$ cat src/hw/rtl/mlptw_pkg.sv
// ============================================================================
// mlptw_pkg
// Shared types, codes and default sizes of the page table walker.
// ============================================================================
package mlptw_pkg;

  localparam int LEVEL_COUNT_DEF      = 4;
  localparam int PAGE_OFFSET_BITS_DEF = 12;
  localparam int FRAME_COUNT_DEF      = 256;

  localparam int VA_W     = 48;
  localparam int PHYS_W   = 20;
  localparam int STATUS_W = 2;
  localparam int PTE_BITS = 3;

  localparam logic [STATUS_W-1:0] ST_OK        = 2'd0;
  localparam logic [STATUS_W-1:0] ST_UNMAPPED  = 2'd1;
  localparam logic [STATUS_W-1:0] ST_EXHAUSTED = 2'd2;

  localparam logic REQ_TRANSLATE = 1'b0;
  localparam logic REQ_ALLOCATE  = 1'b1;

  typedef struct packed {
    logic take;
    logic set_root;
  } pool_ctl_t;

  typedef struct packed {
    logic avail;
    logic root_present;
  } pool_sts_t;

endpackage

$ cat src/hw/rtl/mlptw_walk.sv
// ============================================================================
// mlptw_walk
// Walk sequencer: clearing sweep, per-level entry read, check and write-back.
// ============================================================================
module mlptw_walk #(
  parameter int LEVEL_COUNT      = mlptw_pkg::LEVEL_COUNT_DEF,
  parameter int PAGE_OFFSET_BITS = mlptw_pkg::PAGE_OFFSET_BITS_DEF,
  parameter int FRAME_COUNT      = mlptw_pkg::FRAME_COUNT_DEF,
  localparam int FB    = (FRAME_COUNT > 1) ? $clog2(FRAME_COUNT) : 1,
  localparam int IDX_W = PAGE_OFFSET_BITS - mlptw_pkg::PTE_BITS,
  localparam int EW    = FB + 1,
  localparam int AW    = FB + IDX_W
) (
  input  logic                             clk,
  input  logic                             rst_n,
  input  logic                             start,
  output logic                             busy,
  input  logic                             in_req_type,
  input  logic [mlptw_pkg::VA_W-1:0]       in_virt_addr,
  output logic                             out_valid,
  output logic [mlptw_pkg::PHYS_W-1:0]     out_phys_addr,
  output logic [mlptw_pkg::STATUS_W-1:0]   out_status,
  output mlptw_pkg::pool_ctl_t             pool_ctl,
  input  mlptw_pkg::pool_sts_t             pool_sts,
  input  logic [FB-1:0]                    free_frame,
  input  logic [FB-1:0]                    root_frame,
  output logic                             mem_we,
  output logic [AW-1:0]                    mem_waddr,
  output logic [EW-1:0]                    mem_wdata,
  output logic [AW-1:0]                    mem_raddr,
  input  logic [EW-1:0]                    mem_rdata
);

  localparam int LW     = (LEVEL_COUNT > 1) ? $clog2(LEVEL_COUNT) : 1;
  localparam int FULL_W = FB + PAGE_OFFSET_BITS;
  localparam int PW     = (FULL_W > mlptw_pkg::PHYS_W) ? FULL_W : mlptw_pkg::PHYS_W;
  localparam int DEPTH  = FRAME_COUNT * (2 ** IDX_W);

  localparam logic [1:0] S_CLEAR = 2'd0;
  localparam logic [1:0] S_IDLE  = 2'd1;
  localparam logic [1:0] S_READ  = 2'd2;
  localparam logic [1:0] S_CHECK = 2'd3;

  logic [1:0]                           state_r, state_nxt;
  logic [LW-1:0]                        lv_r, lv_nxt;
  logic [FB-1:0]                        frame_r, frame_nxt;
  logic                                 type_r, type_nxt;
  logic [mlptw_pkg::VA_W-1:0]           va_r, va_nxt;
  logic [AW-1:0]                        addr_r, addr_nxt;
  logic [AW-1:0]                        clr_r, clr_nxt;
  logic                                 out_valid_r, out_valid_nxt;
  logic [mlptw_pkg::PHYS_W-1:0]         out_phys_r, out_phys_nxt;
  logic [mlptw_pkg::STATUS_W-1:0]       out_status_r, out_status_nxt;

  logic [IDX_W-1:0] idx_tab [LEVEL_COUNT];
  logic [IDX_W-1:0] idx_cur;
  logic [FB-1:0]    entry_frame;
  logic             entry_present;
  logic             last_level;
  logic [PW-1:0]    phys_full;

  for (genvar g = 0; g < LEVEL_COUNT; g++) begin : g_idx
    localparam int SH = PAGE_OFFSET_BITS + IDX_W * (LEVEL_COUNT - 1 - g);
    assign idx_tab[g] = IDX_W'(va_r >> SH);
  end

  assign idx_cur       = idx_tab[lv_r];
  assign entry_present = mem_rdata[0];
  assign entry_frame   = mem_rdata[EW-1:1];
  assign last_level    = lv_r == LW'(LEVEL_COUNT - 1);
  assign phys_full     = PW'({entry_frame, va_r[PAGE_OFFSET_BITS-1:0]});

  always_comb begin
    state_nxt      = state_r;
    lv_nxt         = lv_r;
    frame_nxt      = frame_r;
    type_nxt       = type_r;
    va_nxt         = va_r;
    addr_nxt       = addr_r;
    clr_nxt        = clr_r;
    out_valid_nxt  = 1'b0;
    out_phys_nxt   = out_phys_r;
    out_status_nxt = out_status_r;
    pool_ctl       = '0;
    mem_we         = 1'b0;
    mem_waddr      = addr_r;
    mem_wdata      = {free_frame, 1'b1};
    mem_raddr      = {frame_r, idx_cur};

    unique case (state_r)
      S_CLEAR: begin
        mem_we    = 1'b1;
        mem_waddr = clr_r;
        mem_wdata = '0;
        clr_nxt   = clr_r + AW'(1);
        if (clr_r == AW'(DEPTH - 1)) begin
          state_nxt = S_IDLE;
        end
      end
      S_IDLE: begin
        if (start) begin
          type_nxt = in_req_type;
          va_nxt   = in_virt_addr;
          lv_nxt   = '0;
          frame_nxt = root_frame;
          if (pool_sts.root_present) begin
            state_nxt = S_READ;
          end else if (in_req_type == mlptw_pkg::REQ_TRANSLATE) begin
            out_valid_nxt  = 1'b1;
            out_phys_nxt   = '0;
            out_status_nxt = mlptw_pkg::ST_UNMAPPED;
          end else if (pool_sts.avail) begin
            pool_ctl.take     = 1'b1;
            pool_ctl.set_root = 1'b1;
            frame_nxt         = free_frame;
            state_nxt         = S_READ;
          end else begin
            out_valid_nxt  = 1'b1;
            out_phys_nxt   = '0;
            out_status_nxt = mlptw_pkg::ST_EXHAUSTED;
          end
        end
      end
      S_READ: begin
        addr_nxt  = {frame_r, idx_cur};
        state_nxt = S_CHECK;
      end
      S_CHECK: begin
        priority if (entry_present) begin
          frame_nxt = entry_frame;
          if (last_level) begin
            state_nxt      = S_IDLE;
            out_valid_nxt  = 1'b1;
            out_status_nxt = mlptw_pkg::ST_OK;
            out_phys_nxt   = (type_r == mlptw_pkg::REQ_TRANSLATE)
                             ? phys_full[mlptw_pkg::PHYS_W-1:0] : '0;
          end else begin
            lv_nxt    = lv_r + LW'(1);
            state_nxt = S_READ;
          end
        end else if (type_r == mlptw_pkg::REQ_TRANSLATE) begin
          state_nxt      = S_IDLE;
          out_valid_nxt  = 1'b1;
          out_phys_nxt   = '0;
          out_status_nxt = mlptw_pkg::ST_UNMAPPED;
        end else if (pool_sts.avail) begin
          // link a fresh frame and carry on
          mem_we        = 1'b1;
          pool_ctl.take = 1'b1;
          frame_nxt     = free_frame;
          if (last_level) begin
            state_nxt      = S_IDLE;
            out_valid_nxt  = 1'b1;
            out_phys_nxt   = '0;
            out_status_nxt = mlptw_pkg::ST_OK;
          end else begin
            lv_nxt    = lv_r + LW'(1);
            state_nxt = S_READ;
          end
        end else begin
          state_nxt      = S_IDLE;
          out_valid_nxt  = 1'b1;
          out_phys_nxt   = '0;
          out_status_nxt = mlptw_pkg::ST_EXHAUSTED;
        end
      end
      default: begin
        state_nxt = S_IDLE;
      end
    endcase
  end

  always_ff @(posedge clk) begin
    if (!rst_n) begin
      state_r     <= S_CLEAR;
      clr_r       <= '0;
      lv_r        <= '0;
      out_valid_r <= 1'b0;
    end else begin
      state_r     <= state_nxt;
      clr_r       <= clr_nxt;
      lv_r        <= lv_nxt;
      out_valid_r <= out_valid_nxt;
    end
  end

  always_ff @(posedge clk) begin
    frame_r      <= frame_nxt;
    type_r       <= type_nxt;
    va_r         <= va_nxt;
    addr_r       <= addr_nxt;
    out_phys_r   <= out_phys_nxt;
    out_status_r <= out_status_nxt;
  end

  assign busy          = state_r != S_IDLE;
  assign out_valid     = out_valid_r;
  assign out_phys_addr = out_phys_r;
  assign out_status    = out_status_r;

endmodule

$ cat config.mk
export PLATFORM = sky130hd
export DESIGN_NAME = mlptw_walk
export DESIGN_NICKNAME = d
export VERILOG_FILES = /design/src/hw/rtl/mlptw_pkg.sv /design/src/hw/rtl/mlptw_walk.sv
export SDC_FILE = /design/constraint.sdc
export NUM_CORES = 1
export LEC_CHECK = 0
export BUFFER_PORTS_ARGS = -buffer_cell sky130_fd_sc_hd__buf_2
export CAP_MARGIN = 0
export CORE_MARGIN = 2
export CORE_UTILIZATION = 50
export CTS_CLUSTER_SIZE = 28
export DETAILED_ROUTE_END_ITERATION = 8
export GPL_TIMING_DRIVEN = 0
export MAX_ROUTING_LAYER = met4
export PLACE_DENSITY = 0.77
export SYNTH_ARGS = -nofsm -noshare
export SYNTH_HDL_FRONTEND = slang
export SYNTH_SLANG_ARGS = --single-unit
export TNS_END_PERCENT = 10
$ cat constraint.sdc
create_clock -name clk -period 2.9 [get_ports clk]
set_clock_uncertainty 0.05 [all_clocks]
set_input_delay 0.58 -clock clk [delete_from_list [all_inputs] [get_ports clk]]
set_output_delay 0.58 -clock clk [all_outputs]
set_load 0.05 [all_outputs]
# Yosys cells after proc, flatten, opt, wreduce, memory -nomap -nowiden
# Index checks and enable logic that the tools add are counted.
[word_totals]
ff_bits = 118
input_bits = 79
out_inout_bits = 70
elab_cells = 105
[op_classes]
add_sub_neg = 2
order_cmp = 1
eq_ne = 16
n_mux = 68
n_bitwise = 1
n_reduce_logical = 7
[ops]
columns = ["op", "count"]
rows = [
  ["two-way mux 20 bit", 10],
  ["two-way mux 8 bit", 7],
  ["two-way mux 2 bit", 26],
  ["one-hot mux 20 bit (2 select lines)", 1],
  ["two-way mux 9 bit", 3],
  ["binary-select mux 9 bit (select 2 bit)", 1],
  ["!= test 3 bit, second input constant", 6],
  ["adder 17 x 1 -> 17 bit, second input constant", 1],
  ["equality test 17 bit, second input constant", 1],
  ["two-way mux 17 bit", 1],
  ["one-hot mux 8 bit (2 select lines)", 1],
  ["two-way mux 1 bit", 12],
  ["AND reduction 4 bit", 3],
  ["one-hot mux 2 bit (2 select lines)", 2],
  ["one-hot mux 2 bit (4 select lines)", 1],
  ["equality test 2 bit, second input constant", 3],
  ["!= test 2 bit, second input constant", 3],
  ["one-hot mux 1 bit (2 select lines)", 3],
  ["AND reduction 6 bit", 1],
  ["!= test 4 bit, second input constant", 1],
  ["greater-or-equal comparator 3 bit, second input constant", 1],
  ["inverter 2 -> 3 bit", 1],
  ["adder 2 x 1 -> 2 bit, second input constant", 1],
  ["equality test 2 x 1 -> 1 bit, second input constant", 1],
  ["other kinds (4)", 4],
]

# Longest topological paths before layout
[depth]
depth_word = 6
mapped_depth = 8
ltp_nobuf = 8

# Worst setup path before layout
# OpenSTA, ideal clock, no wires.
[synth_timing]
path_kind = "register to output"
from = "register state_r[1]"
to = "output port mem_we"
arrival_ns = 2.199
t_required_ns = 2.270
path_slack_ns = 0.071
path_stages_with_launch = 7
n_path_buf = 2
path_cell_list = "dfxtp_1 inv_1 ha_1 buf_2 clkbuf_1 inv_1 a21oi_1"
[synth_between]
elab_chain_len = 2
elab_cells_between_ends = 3
cone_classes = "1 x eq/ne; 1 x mux; 1 x reduce/logical"
[synth_rtl]
columns = ["item", "line_no", "text"]
rows = [
  ["start, declared", "mlptw_walk.sv:44", "logic [1:0] state_r, state_nxt;"],
  ["start signal, assigned", "mlptw_walk.sv:180", "state_r <= state_nxt;"],
  ["equality test 2 bit or logical NOT 2 bit (tied branches)", "mlptw_walk.sv:90", "unique case (state_r)"],
  ["one-hot mux 1 bit (2 select lines) *", "mlptw_walk.sv:90", ""],
  ["end, declared", "mlptw_walk.sv:27", "output logic mem_we,"],
]
# Mark *: on every way between the ends. The rest lies on a longest branch, timed or not.

# Worst setup path after layout
[layout_timing]
from = "register state_r[0]"
to = "output port mem_waddr[14]"
[layout_between]
elab_chain_len = 2
[layout_rtl]
columns = ["item", "line_no", "text"]
rows = [
  ["logical NOT 2 bit", "mlptw_walk.sv:90", ""],
  ["two-way mux 17 bit", "mlptw_walk.sv:90", ""],
  ["end, declared", "mlptw_walk.sv:28", "output logic [AW-1:0] mem_waddr,"],
]
# No other way between the ends.

==> results.json <==
{
  "status": "completed",
  "fin_util_pct": 67.0,
  "synth_warnings": 0,
  "setup_viol": 0,
  "clock-sinks": 118,
  "wire_per_inst_um": 15.6,
  "rsz0062_at_grt": "false",
  "finalPower_w": 0.00475,
  "ir_worst_vdd_mv": 0.479,
  "grt.overflow.total": 0,
  "syn_area_mm2": 0.00494,
  "vias_per_cell": 5.15,
  "core_mm2": 0.00968,
  "cp_max_fo": 10,
  "initial_core_util_pct": 51.0,
  "drive_above_1_share_pct": 43.6,
  "drtIter0Drc": 162,
  "netlist.area_leader.share_pct": 58.3,
  "grt_max_degree": 47,
  "cts_max_path_buffers": 2,
  "drtPass1Iterations": 5,
  "timing.final.max_slew_violations": 0,
  "synth_top_area_cell": "edfxtp_1",
  "hp-class": "in -> reg",
  "syn_inst": 340,
  "dieArea_mm2": 0.0107,
  "syn_nets": 427,
  "post_cts_buffers": 0,
  "drt-total-wl_um": 10200,
  "holdWs_ns": 0.180,
  "tns_ns": 0,
  "ys_ff_latch": 118,
  "die_h_um": 103,
  "grt_antenna_before_repair": 0,
  "rows": 36,
  "num_antenna_cells": 0,
  "grt_pass1_wl_um": 15900,
  "relSlewSlack_pct": 35.4,
  "grt_pass1_vias": 3309,
  "cts_made_buffers": 17,
  "synthToLayoutAreaGrowth_pct": 31.4,
  "min_period_ns": 2.77,
  "r2r_setup_slack_ns": 0.35,
  "finalNetCount": 595,
  "power_leakage_nw": 2.63,
  "clkPwrFrac_pct": 45.7,
  "switching_share_pct": 26.2,
  "htreeDepth": 4,
  "fin_ws_ns": 0.129,
  "postRouteAntennaNets": 0,
  "clock_latency_ns": 0.52,
  "place_ws_ns": 0.354,
  "synthFlopType": "edfxtp_1",
  "cts_hold_buf": 0,
  "power.density_mw_per_mm2": 732,
  "hold_viol": 0,
  "synthTopCellsByArea": "edfxtp_1 58%, dfxtp_1 8.9%, mux4_2 4.1%",
  "critPathRequiredTime_ns": 2.27,
  "die-width_um": 103,
  "pwr-share-seq_pct": 40.9,
  "io_buffers": 148,
  "critPathCaptureType": "primary output",
  "clockRootBuffer": "clkbuf_8",
  "cts_tree": "done",
  "final.period_utilization_pct": 95.6,
  "p_sw_w": 0.00125,
  "hpwl_um": 7420,
  "start_kind": "register",
  "drv_cap": 0,
  "vias": 3368,
  "grt_util_all_layers_pct": 21.0,
  "intPower_w": 0.00351,
  "routabilityCongestion": 0.869,
  "cts.reportedPaths.clkPinSlew_ns": 0.06,
  "critical_path_class": "reg -> out",
  "fmax_mhz": 361,
  "critical_path_arrival_ns": 2.14,
  "async_flop_share_pct": 0,
  "synth.avg_cell_area_um2": 14.5,
  "drc": 0,
  "tightest_slew_ns": 0.969,
  "synth_edf_count": 96,
  "yosysSeqAreaShare_pct": 67.3,
  "netlist-cell-type-count": 47,
  "io_pins": 149,
  "power.share.combinational_pct": 13.4
}
[power by group through the flow]
stage / registers (W) / clock network (W) / logic, W
2_1_floorplan: 0.00203 / 0 / 0.000398
3_3_place_gp: 0.00198 / 0 / 0.000616
3_5_place_dp: 0.00198 / 0 / 0.000633
4_1_cts: 0.00194 / 0.00220 / 0.000640
5_1_grt: 0.00195 / 0.00228 / 0.000677
6_report: 0.00194 / 0.00217 / 0.000638
[critical path, cell delays in order, from the launching register on]
cell and delay (ns):
dfxtp_1 0.34, inv_1 0.16, ha_1 0.17, buf_2 0.16, buf_4 0.22, mux2_2 0.36
buf_2 0.21
[layout make-up]
cell class                      count  area [um2]
Multi-Input combinational cell    190        1480
Fill cell                         698        3190
Sequential cell                   118        3320
Clock inverter                     14         198
Clock buffer                       18         418
Timing Repair Buffer              149         763
Buffer                             14        76.3
Inverter                           18        67.6
Tap cell                          133         166
[final timing paths]
check | from | end | cells after the start
worst max-delay path | state_r[0]$_SDFFE_PN0P_ | mem_waddr[14] | 6
worst min-delay path | in_virt_addr[27] | va_r[27]$_DFFE_PP_ | 1
worst max register to register | state_r[1]$_SDFFE_PN0P_ | out_phys_addr[16]$_SDFFCE_PP0P_ | 5
worst min register to register | frame_r[1]$_DFFE_PP_ | addr_r[10]$_DFFE_PP_ | 0
[cell families (layout without fill, tap and decap cells)]
kind of cell,after synthesis,count (layout),share of synthesized area [%]
AOI/OAI and AO/OA,43,43,5.52
xor gates and xnor gates,12,12,2.13
adders and majority gates,8,8,2.03
buffers and inverters,32,213,2.79
DFF,118,118,67.3
muxes,31,31,8.99
and+or+nand+nor,96,96,11.3
[synth_stat cells, types with 2 or more instances]
master,instances
a211oi_1,2
xor2_1,3
or3_1,2
nor4_2,4
o22ai_1,7
nand4_1,4
nor3_1,4
inv_1,17
mux2_2,17
xnor2_1,9
nor2_1,28
nand2b_1,2
dfxtp_1,22
o21ai_0,7
a21oi_1,16
mux2i_1,5
clkbuf_1,7
nand2_1,11
o31a_1,2
buf_2,5
nor2b_1,4
o21ai_1,2
ha_1,8
nor4_1,2
nand3_1,6
edfxtp_1,96
and2_1,20
mux4_2,9
[metal layers]
layer	up-vias	part of all wire, %	GRT usage, %
met5	-	0	-
li1	1609	-	-
met1	1636	41	24.5
met3	23	4.5	6.52
met4	0	2.8	10.3
met2	100	52	33.2
[cell usage in the layout (no fill, tap or decap), types with 5 or more instances in the layout]
master	netlist	layout
inv_1	17	15
nand2_1	11	11
nor2_1	28	28
and2_1	20	20
inv_6	0	5
o21ai_0	7	7
edfxtp_1	96	96
xnor2_1	9	9
mux4_2	9	9
nand3_1	6	6
mux2_2	17	17
mux2i_1	5	5
o22ai_1	7	7
clkbuf_16	0	16
dfxtp_1	22	22
clkbuf_1	7	7
a21oi_1	16	16
ha_1	8	8
buf_2	5	150
[per-stage QoR]
step,std cells,cell area [um2]
2_1_floorplan,340,4940
3_3_place_gp,621,5850
3_5_place_dp,622,5870
4_1_cts,654,6490
5_1_grt,654,6490
6_report,654,6490
[state kept, by name, indices dropped and copies added, names as in the netlist]
name and cells:
addr_r 17, clr_r 17, frame_r 8, lv_r 2
out_phys_addr 20, out_status 2, out_valid 1, state_r 2
type_r 1, va_r 48
[repair_timing]
item                                    4_1_cts  5_1_grt
pin swaps                                     0        0
gates resized for setup                       3        2
hold endpoints to repair                      0        0
endpoints found under the setup margin        6       13
Power figures use the tool's default switching activity.
