`src/hw/rtl/mlptw_pkg.sv`:
```
// ============================================================================
// mlptw_pkg
// Shared types, codes and default sizes of the page table walker.
// ============================================================================
package mlptw_pkg;

  localparam int LEVEL_COUNT_DEF      = 4;
  localparam int PAGE_OFFSET_BITS_DEF = 12;
  localparam int FRAME_COUNT_DEF      = 256;

  localparam int VA_W     = 48;
  localparam int PHYS_W   = 20;
  localparam int STATUS_W = 2;
  localparam int PTE_BITS = 3;

  localparam logic [STATUS_W-1:0] ST_OK        = 2'd0;
  localparam logic [STATUS_W-1:0] ST_UNMAPPED  = 2'd1;
  localparam logic [STATUS_W-1:0] ST_EXHAUSTED = 2'd2;

  localparam logic REQ_TRANSLATE = 1'b0;
  localparam logic REQ_ALLOCATE  = 1'b1;

  typedef struct packed {
    logic take;
    logic set_root;
  } pool_ctl_t;

  typedef struct packed {
    logic avail;
    logic root_present;
  } pool_sts_t;

endpackage

```
`src/hw/rtl/mlptw_pool.sv`:
```
// ============================================================================
// mlptw_pool
// Sequential frame pool and root table register.
// ============================================================================
module mlptw_pool #(
  parameter int FRAME_COUNT = mlptw_pkg::FRAME_COUNT_DEF,
  localparam int FB = (FRAME_COUNT > 1) ? $clog2(FRAME_COUNT) : 1,
  localparam int NW = $clog2(FRAME_COUNT + 1)
) (
  input  logic                 clk,
  input  logic                 rst_n,
  input  mlptw_pkg::pool_ctl_t ctl,
  output mlptw_pkg::pool_sts_t sts,
  output logic [FB-1:0]        free_frame,
  output logic [FB-1:0]        root_frame
);

  logic [NW-1:0] next_free_r, next_free_nxt;
  logic          root_present_r, root_present_nxt;
  logic [FB-1:0] root_frame_r, root_frame_nxt;
  logic          avail;

  assign avail      = next_free_r < NW'(FRAME_COUNT);
  assign free_frame = next_free_r[FB-1:0];

  always_comb begin
    next_free_nxt    = next_free_r;
    root_present_nxt = root_present_r;
    root_frame_nxt   = root_frame_r;
    if (ctl.take && avail) begin
      next_free_nxt = next_free_r + NW'(1);
      if (ctl.set_root) begin
        root_present_nxt = 1'b1;
        root_frame_nxt   = free_frame;
      end
    end
  end

  always_ff @(posedge clk) begin
    if (!rst_n) begin
      next_free_r    <= '0;
      root_present_r <= 1'b0;
      root_frame_r   <= '0;
    end else begin
      next_free_r    <= next_free_nxt;
      root_present_r <= root_present_nxt;
      root_frame_r   <= root_frame_nxt;
    end
  end

  assign sts.avail        = avail;
  assign sts.root_present = root_present_r;
  assign root_frame       = root_frame_r;

endmodule

```
`config.mk`:
```
export PLATFORM = sky130hd
export DESIGN_NAME = mlptw_pool
export DESIGN_NICKNAME = d
export VERILOG_FILES = /design/src/hw/rtl/mlptw_pkg.sv /design/src/hw/rtl/mlptw_pool.sv
export SDC_FILE = /design/constraint.sdc
export NUM_CORES = 1
export LEC_CHECK = 0
export BUFFER_PORTS_ARGS = -buffer_cell sky130_fd_sc_hd__buf_2
export CAP_MARGIN = 20
export CORE_MARGIN = 2
export CORE_UTILIZATION = 53
export CTS_CLUSTER_SIZE = 14
export DETAILED_ROUTE_END_ITERATION = 10
export HOLD_SLACK_MARGIN = 0.15
export PLACE_DENSITY = 0.81
export SETUP_SLACK_MARGIN = 0.15
export SLEW_MARGIN = 15
export SYNTH_ARGS = -nofsm -noshare
export SYNTH_HDL_FRONTEND = slang
export SYNTH_SLANG_ARGS = --single-unit
```
`constraint.sdc`:
```
create_clock -name clk -period 2.8 [get_ports clk]
set_input_delay 0.7 -clock clk [delete_from_list [all_inputs] [get_ports clk]]
set_output_delay 0.7 -clock clk [all_outputs]
set_load 0.01 [all_outputs]
```
## After elaboration in Yosys (flattened, before gate mapping)

Cells that the tools add are included.

| word-level totals | value |
|---|---|
| bits in registers | 18 |
| input port bits | 4 |
| output and inout port bits | 18 |
| logic and storage cells | 7 |

| cells by class | value |
|---|---|
| add/sub/neg operators | 1 |
| $lt $le $gt $ge | 1 |
| reduce and logical (&&, ||, !) cells | 2 |

Operators with widths:

| cell | number |
|---|---|
| adder 9 x 1 -> 9 bit (second input constant) | 1 |
| less-than comparator 9 bit (second input constant) | 1 |
| AND reduction 2 bit | 1 |
| logical AND 1 bit | 1 |

## Logic depth before layout (Yosys ltp)

Gate-level depths: netlist of the first run.

| depth | value |
|---|---|
| word-level depth | 3 |
| depth in mapped cells | 4 |
| depth with buffers taken out | 4 |

## Least setup slack after synthesis of the first run

OpenSTA, ideal clock, no wires.

| path | value |
|---|---|
| path kind | input-to-reg |
| from | in ctl[1] (netlist name) |
| to | reg next_free_r[6] |
| setup time | 0.071 ns |
| data arrival time | 1.426 ns |
| data required time | 2.729 ns |
| path slack | 1.303 ns |
| stages | 3 |
| buffers on the path | 0 |
| cells stage by stage | nand4b_4 > or4_1 > a21oi_1 |

| between the ends | value |
|---|---|
| word-level cells in the longest chain between the ends | 1 |

RTL lines:

| item | line | RTL |
|---|---|---|
| start, declared | mlptw_pool.sv:12 | `input mlptw_pkg::pool_ctl_t ctl,` |
| logical AND 1 bit | mlptw_pool.sv:30 | `if (ctl.take && avail) begin` |
| end signal, assigned | mlptw_pool.sv:45 | `next_free_r <= next_free_nxt;` |
| end, declared | mlptw_pool.sv:18 | `logic [NW-1:0] next_free_r, next_free_nxt;` |

Every way passes these cells.
A chain may end at the register's enable or synchronous reset.

## Worst setup path in the final report of the first run

| path | value |
|---|---|
| from | reg next_free_r[2] |
| to | out free_frame[2] |

RTL lines:

| item | line | RTL |
|---|---|---|
| end, declared | mlptw_pool.sv:14 | `output logic [FB-1:0] free_frame,` |

No word-level cell between the ends.

==> summary.md, run 1 <==
| Metric | Value |
|---|---|
| Status | `completed` |
| Synth area leader | `dfxtp_1` |
| Hold depth | `2` |
| Final worst path period need | `1.65 ns` |
| Setup TNS | `0 ns` |
| H-Tree Depth | `1` |
| Syn Inst Count | `85` |
| Slew headroom | `0.640` |
| Initial antenna violation count | `0` |
| Top post-synthesis cells by area | `dfxtp_1 45%, mux2i_1 11%, buf_4 9.3%, nor2_1 5.1%, a21oi_1 3.7%` |
| Mapped Area | `805 µm²` |
| Final period util | `0.589` |
| Cell Pwr Density | `516 mW/mm²` |
| Delay-heaviest family, CP | `flip-flops` |
| M1 wire length | `615 µm` |
| DR vias | `618` |
| Post-CTS Setup Bufs | `0` |
| 1st-pass router iterations | `4` |
| Total track usage | `0.163` |
| Slew Limit Fails | `0` |
| Clk root buf | `clkbuf_4` |
| Achievable Freq | `606 MHz` |
| Static leakage | `0.424 nW` |
| Crit path buffers/inverters | `1` |
| Ys Warns | `0` |
| Final setup viols | `0` |
| Final nets | `104` |
| Routed Antenna Nets | `0` |
| Vias in the first global route | `553` |
| Netlist cell types | `23` |
| Peak supply drop | `0.354 mV` |
| Critical path, cell by cell | `buf_2` |
| FF-to-FF Start | `next_free_r[1]$_SDFFE_PN0P_` |
| First-pass GRT wire length | `2290 µm` |
| Fillers | `145` |
| Placer Congestion | `0.729` |
| Share of the synthesized area in the top cell type | `0.448` |
| CP Launch Type | `flop` |
| Chip Height | `43.0 µm` |
| Type of the worst setup path | `reg2out` |
| Pin count of the biggest net entering global routing | `18` |
| DIE AREA | `0.00185 mm²` |
| Iter 0 DRT Violations | `9` |
| Ports | `22` |
| GR Overflow Total | `0` |
| Drt via density | `5.42` |
| Count of input and output buffers | `21` |
| Worst EP arrival | `0.95 ns` |
| Flops & latches, synth | `18` |
| Hold Path Class | `reg2reg` |
| Clock buffer depth | `2` |
| Clk_lat worst skew | `0.29 ns` |
| Core Area | `0.00147 mm²` |
| Sequential fraction of the synthesis area | `0.448` |
| Tot Pwr | `0.000455 W` |
| Crit path max-delay cell type | `dfxtp_1` |
| Area delta synth->final | `9.64%` |
| Worst Hold End | `root_present_r$_SDFFE_PN0P_` |
| Crit-path max cell delay | `0.48 ns` |
| Total CTS buffers | `3` |
| Highest routed layer | `met4` |
| R2R setup slack | `1.30 ns` |
| CP required | `2.10 ns` |
| Mapped Avg Cell Area | `9.46 µm²` |
| Post-DR wirelength/cell | `12.1 µm` |
| Reg-to-Reg End | `next_free_r[6]$_SDFFE_PN0P_` |
| Die width | `43.0 µm` |
| Worst-Margin Slew | `0.539 ns` |
| Layout cells sized above 1 | `0.265` |
| Max cap viols | `0` |
| Hold buffers post-CTS | `0` |
| Final setup slack of the worst path | `1.15 ns` |
| Min-Delay Startpoint | `root_present_r$_SDFFE_PN0P_` |
| Met3 WL | `69 µm` |
| DRC | `0` |
| Register area | `360 µm²` |
| Setup crit end kind | `primary output` |
| Syn_nets | `90` |
| Pre-CTS setup slack | `1.01 ns` |
| RSZ-0062 raised after global routing | `false` |
| DP HPWL | `1000 µm` |
| Metal2 WL | `667 µm` |
| Final hold vios | `0` |
| CTS tree | `done` |
| Register-to-Register Path Depth | `4` |
| PostCTS Resize Cnt | `0` |
| Multi-input gate area | `338 µm²` |
| Worst Path Max Fanout | `5` |
| FP Rows | `14` |
| Clock Sinks | `18` |
| Diodes inserted | `0` |
| Initial Util | `0.547` |
| Reg clk slew, reported paths | `0.10 ns` |
| Worst Skew | `0.00225 ns` |
| DRT Wirelength | `1370 µm` |
[flip-flops by register name, summed over array words and instances, names as in the netlist]
name	flops
root_present_r	1
root_frame	8
next_free_r	9
[cells in the final DEF, fill, tap and decap left out]
cell	netlist	layout
nand3_1	1	1
buf_2	1	21
dfxtp_1	18	18
or4_1	3	3
o21ai_0	2	2
nand2_1	2	2
nor2_1	11	11
o31ai_1	3	3
a21oi_1	6	6
clkbuf_8	0	1
xor2_1	1	1
o21a_1	1	1
inv_1	5	5
or3_1	2	2
mux2i_1	9	9
nor4_1	1	1
clkinv_1	1	1
nand4b_4	1	1
clkbuf_4	0	3
xnor2_1	1	1
nand3b_1	3	3
nor2b_1	1	1
ha_1	1	1
[area by class of cell]
cell class,instances,area share
inverters,6,0.0255
flip-flops and latches,18,0.409
repair buffers,21,0.119
multi-input cells,49,0.383
clock buffers,4,0.0411
well taps,16,0.0227
[layer usage]
layer,vias to the layer above,track usage
met5,-,0
met2,25,0.276
li1,305,-
met3,4,0.0255
met4,0,0.0909
met1,284,0.195
[through the flow]
step	hold WS (ns)	std cells	utilization	area, µm²
4_1_cts	0.471	114	0.599	882
3_5_place_dp	0.457	110	0.575	846
2_1_floorplan	0.426	85	-	805
5_1_grt	0.511	114	0.599	882
3_3_place_gp	0.444	110	0.575	846
6_report	0.467	114	0.599	882
[kinds of logic after synthesis]
logic type / Yosys count / synth area share
adders and majority gates: 1 / 0.0155
xor gates and xnor gates: 2 / 0.0218
DFF: 18 / 0.448
muxes: 9 / 0.112
AOI/OAI and AO/OA: 12 / 0.0871
and+or+nand+nor: 25 / 0.184
buffers and inverters: 18 / 0.132
[cells in the mapped netlist]
master	n
a21oi_1	6
buf_1	1
buf_2	1
buf_4	10
clkinv_1	1
dfxtp_1	18
ha_1	1
inv_1	5
mux2i_1	9
nand2_1	2
nand3_1	1
nand3b_1	3
nand4b_4	1
nor2_1	11
nor2b_1	1
nor4_1	1
o21a_1	1
o21ai_0	2
o31ai_1	3
or3_1	2
or4_1	3
xnor2_1	1
xor2_1	1
[power by group]
part | internal (W) | switching [W]
combinational | 0.0000134 | 0.0000185
sequential | 0.000261 | 0.00000524
clock | 0.0000792 | 0.0000774
total | 0.000354 | 0.000101
[worst max-delay path by stage]
stage / start / end / slack, ns / cells after the start
2_1_floorplan: ctl[1] / next_free_r[6]$_SDFFE_PN0P_ / 1.30 / 3
3_3_place_gp: ctl[1] / next_free_r[7]$_SDFFE_PN0P_ / 1.08 / 4
3_5_place_dp: ctl[1] / next_free_r[6]$_SDFFE_PN0P_ / 1.01 / 4
4_1_cts: next_free_r[2]$_SDFFE_PN0P_ / free_frame[2] / 1.17 / 1
5_1_grt: next_free_r[8]$_SDFFE_PN0P_ / sts[1] / 1.09 / 2
6_report: next_free_r[2]$_SDFFE_PN0P_ / free_frame[2] / 1.15 / 1
No activity file was read; power rests on OpenSTA's default activity.
==> run 2: changes to the inputs <==
--- a/config.mk
+++ b/config.mk
@@ -8,11 +8,11 @@
 export BUFFER_PORTS_ARGS = -buffer_cell sky130_fd_sc_hd__buf_2
 export CAP_MARGIN = 20
 export CORE_MARGIN = 2
-export CORE_UTILIZATION = 53
+export CORE_UTILIZATION = 44
 export CTS_CLUSTER_SIZE = 14
 export DETAILED_ROUTE_END_ITERATION = 10
 export HOLD_SLACK_MARGIN = 0.15
-export PLACE_DENSITY = 0.81
+export PLACE_DENSITY = 0.72
 export SETUP_SLACK_MARGIN = 0.15
 export SLEW_MARGIN = 15
 export SYNTH_ARGS = -nofsm -noshare
==> constraint.sdc (replaced) <==
create_clock -name clk -period 1.5 [get_ports clk]
set_input_delay 0.375 -clock clk [delete_from_list [all_inputs] [get_ports clk]]
set_output_delay 0.375 -clock clk [all_outputs]
set_load 0.01 [all_outputs]
==> run 2 against run 1 <==
Against the previous run:
- clock power up 89%
- critical path depth up 3
- via count up 3.1%
- register-to-register slack worse by 1.1 ns
- flip-flop and latch count unchanged
- largest cell class unchanged
- highest routed layer unchanged
- critical endpoint is now next_free_r[6]$_SDFFE_PN0P_
- die area up 18%
- core utilization down 5.1 points
- setup slack worse by 0.98 ns
- combinational power up 130%
- final cell count up 12%
- count of clock-buffer cells in the layout unchanged
==> summary.md, run 2 (synthesized netlist as in run 1, its figures left out) <==
| Metric | Value |
|---|---|
| Reg clk slew, reported paths | `0.10 ns` |
| Worst Skew | `0.00242 ns` |
| DRT Wirelength | `1560 µm` |
| Area delta synth->final | `17.7%` |
| Vias in the first global route | `541` |
| Slew headroom | `0.812` |
| DRC | `0` |
| Pin count of the biggest net entering global routing | `18` |
| Top reg by flops | `next_free_r` |
| Layout cells sized above 1 | `0.379` |
| Count of input and output buffers | `21` |
| Setup TNS | `0 ns` |
| Achievable Freq | `751 MHz` |
| CP Launch Type | `flop` |
| Hold buffers post-CTS | `0` |
| Slew Limit Fails | `0` |
| Initial antenna violation count | `0` |
| Clock Sinks | `18` |
| Setup crit end kind | `flop` |
| Register area | `369 µm²` |
| Final worst path period need | `1.33 ns` |
| Clk root buf | `clkbuf_4` |
| Placer Congestion | `0.733` |
| Crit path buffers/inverters | `1` |
| Routed Antenna Nets | `0` |
| Final setup viols | `0` |
| Sequential share of power | `0.573` |
| H-Tree Depth | `1` |
| Clock network fraction of total power | `0.344` |
| First-pass GRT wire length | `2270 µm` |
| Core Area | `0.00173 mm²` |
| DIE AREA | `0.00219 mm²` |
| Clk_lat worst skew | `0.29 ns` |
| RSZ-0062 raised after global routing | `true` |
| Crit-path max cell delay | `0.51 ns` |
| Final setup slack of the worst path | `0.168 ns` |
| Peak supply drop | `0.486 mV` |
| 1st-pass router iterations | `4` |
| Hold Path Class | `in2reg` |
| CTS tree | `done` |
| Final hold vios | `0` |
| Worst-Margin Slew | `0.279 ns` |
| Final period util | `0.888` |
| DR vias | `637` |
| Diodes inserted | `0` |
| Critical path, cell by cell | `ha_1, inv_2, or4_4, a21oi_2` |
| Cell Pwr Density | `912 mW/mm²` |
| Total track usage | `0.156` |
| Worst Path Max Fanout | `5` |
| Delay-heaviest family, CP | `simple AND/OR/NAND/NOR gates` |
| Most frequent cells in the layout | `21 x buf_2, 13 x dfxtp_1, 11 x nor2_1, 9 x mux2i_1` |
| CP required | `1.74 ns` |
| Pre-CTS setup slack | `0.111 ns` |
| Crit path max-delay cell type | `or4_4` |
| Clock buffer depth | `2` |
| Multi-input gate area | `345 µm²` |
| Fillers | `169` |
| Die width | `46.8 µm` |
| Static leakage | `0.452 nW` |
| Final nets | `109` |
| Drt via density | `4.98` |
| Net switching power | `0.000196 W` |
| Ports | `22` |
| Comb power frac | `0.083` |
| Initial Util | `0.466` |
| Sw frac | `0.226` |
| Total CTS buffers | `3` |
| Status | `completed` |
| Iter 0 DRT Violations | `8` |
| Internal power | `0.000668 W` |
| Max FFs per register | `9` |
| Commonest non-fill, non-tap cell in the layout | `buf_2` |
| FP Rows | `15` |
| Worst EP arrival | `1.57 ns` |
| Type of the worst setup path | `reg2reg` |
| Post-DR wirelength/cell | `12.2 µm` |
| GR Overflow Total | `0` |
| Max cap viols | `0` |
| Chip Height | `46.8 µm` |
[run 2: layout make-up]
cell class,instances,share of cell area
Sequential cell,18,0.390
Multi-Input combinational cell,49,0.365
Timing Repair Buffer,26,0.151
Clock buffer,4,0.0383
Tap cell,25,0.0330
Inverter,6,0.0238
[run 2: per-stage QoR]
stage / instance area [µm²] / utilization / total power [W] / hold WS, ns / cells
after floorplan: 805 / - / 0.000556 / 0.426 / 85
after global placement: 887 / 0.514 / 0.000575 / 0.431 / 123
after detailed placement: 887 / 0.514 / 0.000577 / 0.450 / 123
after CTS: 926 / 0.536 / 0.000876 / 0.290 / 127
after global routing: 947 / 0.549 / 0.000915 / 0.290 / 128
final: 947 / 0.549 / 0.000864 / 0.294 / 128
[run 2: routing by layer]
layer,vias up,global-route usage,wire length (µm)
li1,321,-,-
met1,292,0.182,697
met2,20,0.233,740
met3,4,0.0462,72
met4,0,0.133,48
met5,-,0,0
[run 2: final timing paths]
check                                    from                     endpoint  slack [ns]  depth (start not counted)
hold / removal                          rst_n  next_free_r[8]$_SDFFE_PN0P_        0.29                          2
setup reg to reg  next_free_r[1]$_SDFFE_PN0P_  next_free_r[6]$_SDFFE_PN0P_        0.17                          4
setup / recovery  next_free_r[1]$_SDFFE_PN0P_  next_free_r[6]$_SDFFE_PN0P_        0.17                          4
hold reg to reg   root_present_r$_SDFFE_PN0P_  root_present_r$_SDFFE_PN0P_        0.46                          2
[run 2: repair_timing]
action                     4_1_cts  5_1_grt
gates resized for setup          2        7
cloned                           0        0
setup buffers                    0        1
setup endpoints to repair        1        4
[run 2: worst register-to-register path: cells and delay by family, from the launching register on]
kind | cells | cell delay [ns]
buffers and inverters | 1 | 0.06
AO/OA/AOI/OAI | 1 | 0.14
flip-flops | 1 | 0.37
adder cells (fa/ha/maj) | 1 | 0.18
AND/OR/NAND/NOR | 1 | 0.51
[run 2: power groups by stage]
stage / registers, W / clock network, W / logic, W
2_1_floorplan: 0.000507 / 0 / 0.0000489
3_3_place_gp: 0.000505 / 0 / 0.0000703
3_5_place_dp: 0.000506 / 0 / 0.0000715
4_1_cts: 0.000496 / 0.000308 / 0.0000721
5_1_grt: 0.000497 / 0.000337 / 0.0000809
6_report: 0.000495 / 0.000297 / 0.0000718
==> run 3: changes to the inputs <==
--- a/config.mk
+++ b/config.mk
@@ -9,11 +9,11 @@
 export CAP_MARGIN = 20
 export CORE_MARGIN = 2
 export CORE_UTILIZATION = 44
-export CTS_CLUSTER_SIZE = 14
+export CTS_CLUSTER_SIZE = 16
 export DETAILED_ROUTE_END_ITERATION = 10
 export HOLD_SLACK_MARGIN = 0.15
-export PLACE_DENSITY = 0.72
-export SETUP_SLACK_MARGIN = 0.15
+export PLACE_DENSITY = 0.71
+export SETUP_SLACK_MARGIN = 0.2
 export SLEW_MARGIN = 15
 export SYNTH_ARGS = -nofsm -noshare
 export SYNTH_HDL_FRONTEND = slang
==> run 3 against run 2 <==
Against the previous run:
- sequential share of layout area is 3.9 points lower
- critical path depth is 2 lower
- global-route usage decreased by 0.41 points
- total power increased by 4.9%
- fmax is 3.6% higher
- flip-flop and latch count did not move
- core utilization is 8.1 points higher
- via count up 8.8%
- count of clock-buffer cells in the layout did not move
- clock skew is 0.010 ns higher
- first-iteration DRC count rose by 140%
- hold slack gained 0.0049 ns
- critical path type is now reg2out
==> summary.md, run 3 (synthesized netlist as in run 1, its figures left out) <==
| Metric | Value |
|---|---|
| Crit-path max cell delay | `0.37 ns` |
| Slew headroom | `0.665` |
| Initial antenna violation count | `0` |
| Internal power | `0.000691 W` |
| Crit path max-delay cell type | `dfxtp_4` |
| Vias in the first global route | `559` |
| Iter 0 DRT Violations | `19` |
| Peak supply drop | `0.479 mV` |
| Pin count of the biggest net entering global routing | `18` |
| Chip Height | `46.8 µm` |
| Comb power frac | `0.125` |
| CP required | `1.12 ns` |
| Setup TNS | `0 ns` |
| Max FFs per register | `9` |
| Routed Antenna Nets | `0` |
| Reg clk slew, reported paths | `0.11 ns` |
| Static leakage | `0.522 nW` |
| CP Launch Type | `flop` |
| Worst hold slack | `0.299 ns` |
| Final nets | `117` |
| Worst EP arrival | `0.91 ns` |
| H-Tree Depth | `1` |
| Clock Sinks | `18` |
| Ports | `22` |
| Commonest non-fill, non-tap cell in the layout | `buf_2` |
| Clock network fraction of total power | `0.331` |
| 1st-pass router iterations | `4` |
| RSZ-0062 raised after global routing | `true` |
| Achievable Freq | `778 MHz` |
| Total CTS buffers | `3` |
| Worst Skew | `0.0125 ns` |
| Initial Util | `0.466` |
| Delay-heaviest family, CP | `flip-flops` |
| Critical path, cell by cell | `buf_6, buf_6` |
| DIE AREA | `0.00219 mm²` |
| Core Area | `0.00173 mm²` |
| Final setup viols | `0` |
| Status | `completed` |
| DRC | `0` |
| Placed inst area | `887 µm²` |
| DRT Wirelength | `1830 µm` |
| Sequential share of power | `0.545` |
| Final hold vios | `0` |
| Fillers | `148` |
| Slew Limit Fails | `0` |
| Design area | `0.00109 mm²` |
| Count of input and output buffers | `21` |
| Placer Congestion | `0.655` |
| CTS tree | `done` |
| Max cap viols | `0` |
| Top reg by flops | `next_free_r` |
| Clock buffer depth | `2` |
| Cell Pwr Density | `834 mW/mm²` |
| Setup crit end kind | `primary output` |
| Hold Path Class | `in2reg` |
| Net switching power | `0.000215 W` |
| Crit path buffers/inverters | `2` |
| CP most frequent cell | `buf_6` |
| DP HPWL | `1000 µm` |
| First-pass GRT wire length | `2340 µm` |
| Clk_lat worst skew | `0.30 ns` |
| Die width | `46.8 µm` |
| Type of the worst setup path | `reg2out` |
| Final period util | `0.857` |
| Clk root buf | `clkbuf_4` |
| Worst Path Max Fanout | `4` |
| Total track usage | `0.152` |
| Final worst path period need | `1.29 ns` |
| Layout cells sized above 1 | `0.477` |
| Most frequent cells in the layout | `18 x buf_2, 11 x nor2_1, 11 x dfxtp_1, 9 x mux2i_1, 9 x buf_4` |
| Post-DR wirelength/cell | `13.4 µm` |
| Area delta synth->final | `35.1%` |
| Diodes inserted | `0` |
| Drt via density | `5.10` |
| FP Rows | `15` |
| DR vias | `693` |
| GR Overflow Total | `0` |
| Worst-Margin Slew | `0.500 ns` |
| Sw frac | `0.238` |
-- run 3: cell count changes in the layout (fill, tap and decap cells not counted), moves of 2 or more --
cell     previous run  this run
dfxtp_4             1         5
buf_4               5         9
dfxtp_1            13        11
dfxtp_2             4         2
buf_2              21        18
buf_6               0         6
-- run 3: worst register-to-register path, cell delays in order, from the launching register on --
cell     delay, ns
dfxtp_4       0.39
buf_4         0.12
nand2_4       0.06
or4_4         0.51
a21oi_2       0.12
-- run 3: per-layer routing --
| metal | vias to the layer above | wire, µm | global-route usage |
|---|---|---|---|
| met3 | 7 | 96 | 0.0231 |
| met1 | 320 | 784 | 0.189 |
| li1 | 337 | - | - |
| met2 | 29 | 899 | 0.244 |
| met4 | 0 | 46 | 0.100 |
| met5 | - | 0 | 0 |
-- run 3: worst paths after layout --
kind | from | endpoint | slack, ns | depth (start not counted)
worst min register to register | root_present_r$_SDFFE_PN0P_ | root_present_r$_SDFFE_PN0P_ | 0.45 | 2
worst min-delay path | rst_n | next_free_r[8]$_SDFFE_PN0P_ | 0.30 | 2
worst max register to register | next_free_r[0]$_SDFFE_PN0P_ | next_free_r[7]$_SDFFE_PN0P_ | 0.22 | 4
worst max-delay path | next_free_r[2]$_SDFFE_PN0P_ | free_frame[2] | 0.21 | 2
-- run 3: repair_timing --
action / in CTS / in global routing
resized for setup: 7 / 21
hold endpoints to repair: 0 / 0
setup endpoints to repair: 3 / 9
pin swaps: 1 / 5
cloned: 0 / 1
hold buffers: 0 / 0
buffers inserted: 2 / 6
-- run 3: cell type report --
cell class                      count  area (µm²)  area share
Inverter                            6        25.0      0.0230
Tap cell                           25        31.3      0.0288
Sequential cell                    18         382       0.351
Timing Repair Buffer               33         225       0.207
Clock buffer                        4        36.3      0.0334
Multi-Input combinational cell     50         388       0.357
-- run 3: per-stage QoR --
stage               setup slack, ns   util  std cells  power, W
global route                  0.159  0.630        136  0.000944
detailed placement           0.0843  0.514        123  0.000576
floorplan                     0.202      -         85  0.000556
global placement              0.129  0.514        123  0.000574
CTS                           0.185  0.549        129  0.000877
finish                        0.214  0.630        136  0.000907
-- run 3: power by group through the flow --
stage	clock network (W)	logic, W	registers (W)
detailed placement	0	0.0000705	0.000506
global placement	0	0.0000694	0.000505
finish	0.000300	0.000113	0.000494
floorplan	0	0.0000489	0.000507
CTS	0.000302	0.0000799	0.000495
global route	0.000326	0.000122	0.000496
